**config.mk**
```make
export PLATFORM = sky130hd
export DESIGN_NAME = fhsbc_ctrl
export DESIGN_NICKNAME = d
export VERILOG_FILES = /design/src/fhsbc_pkg.sv /design/src/fhsbc_ctrl.sv
export SDC_FILE = /design/constraint.sdc
export NUM_CORES = 1
export LEC_CHECK = 0
export ABC_AREA = 1
export BUFFER_PORTS_ARGS = -buffer_cell sky130_fd_sc_hd__buf_4
export CORE_MARGIN = 2
export CORE_UTILIZATION = 45
export DETAILED_ROUTE_END_ITERATION = 8
export HOLD_SLACK_MARGIN = 0.02
export PLACE_DENSITY_LB_ADDON = 0.3
export SLEW_MARGIN = 10
export SYNTH_ARGS = -nofsm -noshare
export SYNTH_HDL_FRONTEND = slang
export SYNTH_SLANG_ARGS = --single-unit
```
**constraint.sdc**
```tcl
create_clock -name clk -period 1.7 [get_ports clk]
set_input_delay 0.17 -clock clk [delete_from_list [all_inputs] [get_ports clk]]
set_output_delay 0.17 -clock clk [all_outputs]
set_load 0.03 [all_outputs]
```
**src/fhsbc_pkg.sv**
```systemverilog
package fhsbc_pkg;
  localparam int unsigned SlotsDefault = 2048;
  localparam logic [31:0] HashMul = 32'd2654435761;
  localparam logic [63:0] SumInit = 64'd1469598103934665603;
  localparam logic [63:0] SumMul = 64'd1099511628211;
  localparam logic [31:0] WhiteReset = 32'hC0C00000;
  localparam logic [31:0] GreyReset = 32'hC1600000;
  localparam logic [31:0] StampMax = 32'hFFFFFFFF;
  localparam logic [31:0] StampInit = 32'd1;

  typedef enum logic {
    OP_PUT = 1'b0,
    OP_GET = 1'b1
  } op_t;

  typedef enum logic [1:0] {
    BAND_BLACK = 2'd0,
    BAND_GREY  = 2'd1,
    BAND_WHITE = 2'd2
  } band_t;

  typedef enum logic {
    REG_WHITE = 1'b0,
    REG_GREY  = 1'b1
  } reg_idx_t;

  // controller -> datapath
  typedef struct packed {
    logic clear_step;  // write empty key at sweep address
    logic load;        // capture item and its hash
    logic sum_mix;     // xor key and reading into checksum
    logic sum_mul;     // multiply checksum
    logic home;        // point probe address at home slot
    logic rd;          // read probe slot
    logic eval;        // compare read row, track eviction candidate
    logic advance;     // step probe address
    logic use_ev;      // point probe address at eviction candidate
    logic wr_row;      // write key, reading, stamp at probe address
    logic band_old;    // take away the old reading's band
    logic band_new;    // add the new reading's band
    logic live_inc;
    logic get_hit;     // latch found and read value
    logic out_load;    // capture result
  } fhsbc_cmd_t;

  // datapath -> controller
  typedef struct packed {
    logic is_get;
    logic empty;
    logic match;
    logic have_ev;
    logic last_probe;
    logic sweep_done;
  } fhsbc_sts_t;

  function automatic logic fhsbc_is_nan(input logic [31:0] x);
    return x[30:0] > 31'h7F800000;
  endfunction

  function automatic logic [31:0] fhsbc_order(input logic [31:0] x);
    logic [31:0] y;
    y = (x[30:0] == 31'd0) ? 32'd0 : x;
    return y[31] ? ~y : (y | 32'h80000000);
  endfunction

  function automatic logic fhsbc_ge(input logic [31:0] a, input logic [31:0] b);
    if (fhsbc_is_nan(a) || fhsbc_is_nan(b)) return 1'b0;
    return fhsbc_order(a) >= fhsbc_order(b);
  endfunction

  function automatic band_t fhsbc_band(input logic [31:0] r, input logic [31:0] w,
                                       input logic [31:0] g);
    if (fhsbc_ge(r, w)) return BAND_WHITE;
    if (fhsbc_ge(r, g)) return BAND_GREY;
    return BAND_BLACK;
  endfunction
endpackage

```
**src/fhsbc_ctrl.sv**
```systemverilog
module fhsbc_ctrl
  import fhsbc_pkg::*;
(
  input  logic       clk,
  input  logic       rst,
  input  fhsbc_sts_t sts,
  output fhsbc_cmd_t cmd,
  input  logic       in_valid,
  output logic       in_ready,
  output logic       out_valid,
  input  logic       out_ready
);
  typedef enum logic [3:0] {
    S_CLEAR, S_IDLE, S_MUL, S_FOLD, S_READ, S_WAIT, S_EVAL, S_EVSEL, S_EVREAD, S_OLD,
    S_WRITE, S_NEW, S_OUT
  } state_t;

  state_t state;
  logic   in_fire;
  logic   out_hold;

  assign out_hold = out_valid && !out_ready;
  assign in_ready = (state == S_IDLE) && !out_hold;
  assign in_fire = in_valid && in_ready;

  always_comb begin
    cmd = '0;
    case (state)
      S_CLEAR: cmd.clear_step = !sts.sweep_done;
      S_IDLE:  cmd.load = in_fire;
      S_MUL:   cmd.sum_mix = !sts.is_get;
      S_FOLD: begin
        cmd.sum_mul = !sts.is_get;
        cmd.home = 1'b1;
      end
      S_READ:  cmd.rd = 1'b1;
      S_EVAL: begin
        if (sts.empty) begin
          cmd.live_inc = !sts.is_get;
        end else if (sts.match) begin
          cmd.get_hit = sts.is_get;
        end else begin
          cmd.eval = 1'b1;
          cmd.advance = !sts.last_probe;
        end
      end
      S_EVSEL:  cmd.use_ev = sts.have_ev;
      S_EVREAD: cmd.rd = 1'b1;
      S_OLD:   cmd.band_old = 1'b1;
      S_WRITE: cmd.wr_row = 1'b1;
      S_NEW:   cmd.band_new = 1'b1;
      S_OUT:   cmd.out_load = !out_hold;
      default: ;
    endcase
  end

  always_ff @(posedge clk) begin
    if (rst) begin
      state <= S_CLEAR;
      out_valid <= 1'b0;
    end else begin
      if (state == S_OUT && !out_hold) out_valid <= 1'b1;
      else if (out_valid && out_ready) out_valid <= 1'b0;
      case (state)
        S_CLEAR: if (sts.sweep_done) state <= S_IDLE;
        S_IDLE:  if (in_fire) state <= S_MUL;
        S_MUL:   state <= S_FOLD;
        S_FOLD:  state <= S_READ;
        S_READ:  state <= S_WAIT;
        S_WAIT:  state <= S_EVAL;
        S_EVAL: begin
          if (sts.empty) begin
            state <= sts.is_get ? S_OUT : S_WRITE;
          end else if (sts.match) begin
            state <= sts.is_get ? S_OUT : S_OLD;
          end else if (sts.last_probe) begin
            // full table: evict oldest, or drop if none
            state <= sts.is_get ? S_OUT : S_EVSEL;
          end else begin
            state <= S_READ;
          end
        end
        S_EVSEL:  state <= sts.have_ev ? S_EVREAD : S_OUT;
        S_EVREAD: state <= S_OLD;
        S_OLD:   state <= S_WRITE;
        S_WRITE: state <= S_NEW;
        S_NEW:   state <= S_OUT;
        S_OUT: begin
          if (!out_hold) state <= S_IDLE;
        end
        default: state <= S_IDLE;
      endcase
    end
  end
endmodule
```
# After elaboration in Yosys (flattened, before gate mapping)
# Cells that the tools add are included.
# W data, S select, Z words.
# word_totals
rom_bits,0
wordCells,61
ramBits,0
input_bits,10
latchBits,0
mem_count,0
out_inout_bits,17
regBits,5
# classes
div_mod_pow,0
magnitude_cmp,0
n_reduce_logical,14
n_eq_ne,15
shifts,0
n_mux,30
bitwise,0
add_sub_neg,0
n_mul,0
# ops
operator,n
$pmux W4 S13,1
$mux W4,7
$eq A4 B4 Y1 const B,5
$eq A4 B3 Y1 const B,4
$mux W1,14
$mux W2,5
$mux W3,3
$eq A4 B2 Y1 const B,2
$ne A2 B2 Y1 const B,3
$logic_and A1 B1 Y1,5
$logic_not A1 Y1,5
$eq A4 B1 Y1 const B,1
$logic_not A4 Y1,1
$reduce_and A3 Y1,1
$reduce_bool A2 Y1,1
$reduce_or A2 Y1,1

# Logic depth before layout (Yosys ltp)
# logic_depth
ltp_word,7
mapped_depth,9

# Worst setup path before layout
# OpenSTA, ideal clock, no wires.
# synth_path
path_type,register to output
startpoint,reg state[1]
endpoint,out cmd[1] (netlist bit)
slack_ps,14
t_arrival_ps,1516
required_ps,1530
n_path_buf,0
path_stages_with_launch,7
cell_sequence,dfxtp_1 > inv_2 > nor2_2 > nand2_2 > nor2_2 > inv_1 > nor3_1
# synth_lines
item,line,source
start: declaration,fhsbc_ctrl.sv:18,state_t state;
start signal: assignment,fhsbc_ctrl.sv:73,state <= sts.is_get ? S_OUT : S_WRITE;
start signal: assignment,fhsbc_ctrl.sv:75,state <= sts.is_get ? S_OUT : S_OLD;
start signal: assignment,fhsbc_ctrl.sv:78,state <= sts.is_get ? S_OUT : S_EVSEL;
end: declaration,fhsbc_ctrl.sv:7,"output fhsbc_cmd_t cmd,"

==> metrics.log <==
[metrics] via-per-instance ratio: 4.87
[metrics] IO buf count: 26
[metrics] DRC marker count from the first detailed-route iteration: 7
[metrics] critical path endpoint: cmd[13]
[metrics] TritonCTS clock tree: built
[metrics] cell breakdown of the critical path: inv_1, ha_2, nand3_2, nor3_1, buf_4
[metrics] top cell types by occurrence after synthesis: nand2_1, inv_1, nor2_1
[metrics] final cell utilization of the core: 66.5%
[metrics] overall die height: 40.2 um
[metrics] First-pass DRT Iterations: 4
[metrics] number of register bits inferred by synthesis: 5
[metrics] slowest cell delay on critical path: 340 ps
[metrics] result of the run: finished clean
[metrics] Horiz. Die Dim: 40.2 um
[metrics] post-synthesis cell type count: 20
[metrics] synthesized netlist net count: 117
[metrics] most area-consuming cells after synthesis: dfxtp_1, nand2_1, inv_1
[metrics] half-perimeter wire length of the detailed placement result: 1.24 mm
[metrics] number of buffers added by the clock tree synthesis step: 3
[metrics] initial antenna violation count: 0
[metrics] GRT Overall Usage: 20.4%
[metrics] area added between synthesis and finish: 43.1%
[metrics] final-layout setup total negative slack: 0 ps
[metrics] Core Footprint: 0.00127 mm^2
[metrics] Most used DFF post-synth: dfxtp_1
[metrics] number of inserted diodes: 0
[metrics] critical path endpoint category: output port
[metrics] Via Count: 716
[metrics] number of enable flip-flop cells after synthesis: 0
[metrics] Worst IR Drop VDD: 0.363 mV
[metrics] clock transition at the registers of the reported paths: 50 ps
[metrics] max capacitance violation total: 0
[metrics] Tightest Hold Check Type: input pin to flip-flop
[metrics] worst r2r path cells: 6
[metrics] Die Footprint: 0.00162 mm^2
[metrics] Worst Path Required: 1530 ps
[metrics] cell with the biggest individual delay on the critical path: dfxtp_2
[metrics] FF+latch area: 105 um^2
[metrics] minimum setup slack among reg-to-reg paths: 290 ps
[metrics] category of the worst setup path launch point: flip-flop
[metrics] share of the synthesized area in the top cell type: 17.0%
[metrics] footprint of the multi-input gates: 419 um^2
[metrics] effective utilization at floorplan: 46.4%
[metrics] power density of the placed cells: 454 mW/mm^2
[metrics] area of the mapped netlist: 589 um^2
[metrics] Crit Path Class: flip-flop to output port
[metrics] CTS root buffer: clkbuf_4
[metrics] number of sinks driven by the clock tree: 5
[metrics] largest net degree at the start of global routing: 10
[metrics] post-synthesis cell type with the largest combined area: dfxtp_1
[metrics] destination of the worst register-to-register timing path: state[0]$_SDFFE_PP0P_
[metrics] wire length per cell: 10.1 um
[metrics] biggest fanout along the worst timing path: 4
[metrics] Row Count: 13
[metrics] number of max-slew violations in the final report: 0
[metrics] nets@finish: 147
[metrics] wire length of the first global-routing pass: 2.16 mm
[metrics] setup clock skew after layout: 1.16 ps
[metrics] slew of the pin with the lowest slew margin: 387 ps
[metrics] async set-or-reset flop fraction in the synthesized netlist: 0%
[metrics] overall power consumption: 383 uW
[metrics] crit path time final: 1600 ps
[metrics] number of warnings printed during yosys synthesis: 0
[metrics] clock latency on the worst-skew pair: 250 ps
[metrics] dominant delay contributor by cell family on the critical path: flip-flops
[metrics] dominant cell by count in the synthesized netlist: nand2_1
[metrics] number of top-level pins: 27
[metrics] number of buffer and inverter instances along the worst setup path: 2
[metrics] Final setup viols: 0
[metrics] residual DRC count: 0
[metrics] maximum number of buffers from clock root to sink: 2
[metrics] leakage dissipation: 0.464 nW
[metrics] achievable clock frequency: 623 MHz
[metrics] start point of the critical path: state[2]$_SDFFE_PP0P_
[metrics] sequential share of the synthesized area: 17.0%
[metrics] reg2reg start: state[2]$_SDFFE_PP0P_
[metrics] Syn Inst Count: 103
[metrics] routability congestion estimate: 0.798
[metrics] drt total wl: 1.48 mm
[metrics] Crit path depth: 5
[metrics] max-slew headroom at the worst pin: 74.2%
[metrics] Final Cycle Share: 94.4%
[metrics] overflow left after global routing: 0
[metrics] ratio of cells with drive above 1 in the final layout: 34.8%
[metrics] synthesized area divided by synthesized cell count: 5.72 um^2
[metrics] Detail Route Antenna Nets: 0
[metrics] Crit path arrival time: 1430 ps
[metrics] number of global-route vias before repair: 549
[metrics] count of H-tree levels built during CTS: 1
[metrics] Hold Violations, Final: 0
[metrics] setup repair after global routing missed its margin: false
[metrics] fill cell count: 126
repair_timing:
| item | in CTS | in global routing |
|---|---|---|
| resized for setup | 2 | 6 |
| setup endpoints to repair | 2 | 5 |
| gates cloned | 0 | 0 |
| hold buffers | 0 | 0 |
| pin swaps | 0 | 1 |
| setup buffers | 0 | 0 |
cell type report:
type | count | share of cell area, %
Timing Repair Buffer | 26 | 23.1
Multi-Input combinational cell | 76 | 49.7
Inverter | 21 | 9.35
Tap cell | 15 | 2.23
Sequential cell | 5 | 12.5
Clock buffer | 4 | 3.12
flip-flops by register name, summed over array words and instances, names as in the netlist:
register	count
state	4
out_valid	1
cells in the final DEF (no fill, tap or decap), types with 2 or more instances in the layout:
cell type  count
nor3_1         5
inv_2          3
a21oi_1        3
nand2_2        2
dfxtp_1        3
buf_4         26
o21ai_0        2
inv_1         18
nand2_1       22
nor2_1        18
nand3_1        8
nor2_4         2
nor2_2         2
a21oi_2        2
ha_1           2
nand3_2        2
clkbuf_4       3
cell families (layout without fill, tap and decap cells):
family / after synthesis / in the layout / synth area share (%)
and+or+nand+nor: 63 / 63 / 49.5
buffers and inverters: 22 / 51 / 15.3
AOI/OAI and AO/OA: 9 / 9 / 9.77
DFF: 5 / 5 / 17.0
adders and majority gates: 4 / 4 / 8.49
through the flow:
stage | hold slack [ps] | cell area (um^2) | instances | worst slack (ps)
after global placement | 377 | 792 | 143 | 254
after global routing | 115 | 843 | 147 | 14.7
after detailed placement | 380 | 792 | 143 | 227
final | 112 | 843 | 147 | 96.0
after CTS | 107 | 822 | 147 | 14.1
after floorplan | 239 | 589 | 103 | 14.3
worst min path at each step:
| stage | cells past startpoint | end | start |
|---|---|---|---|
| 2_1_floorplan | 1 | out_valid$_SDFFE_PP0P_ | rst |
| 3_3_place_gp | 2 | state[1]$_SDFFE_PP0P_ | rst |
| 3_5_place_dp | 2 | state[2]$_SDFFE_PP0P_ | rst |
| 4_1_cts | 2 | state[1]$_SDFFE_PP0P_ | rst |
| 5_1_grt | 2 | state[2]$_SDFFE_PP0P_ | rst |
| 6_report | 2 | state[1]$_SDFFE_PP0P_ | rst |
metal layers:
metal | global-route usage, % | up-vias | wire [um]
met3 | 5.00 | 5 | 82
met4 | 10.0 | 0 | 35
li1 | - | 376 | -
met1 | 20.7 | 312 | 583
met5 | 0 | - | 0
met2 | 38.3 | 23 | 777
where the power goes:
group	internal (mW)	switching (mW)	leakage [nW]	total (mW)
logic	0.0435	0.0655	0.407	0.109
clock network	0.0892	0.0555	0.0150	0.145
registers	0.120	0.00927	0.0419	0.129
Note: power is estimated with default switching activity, not from simulation.
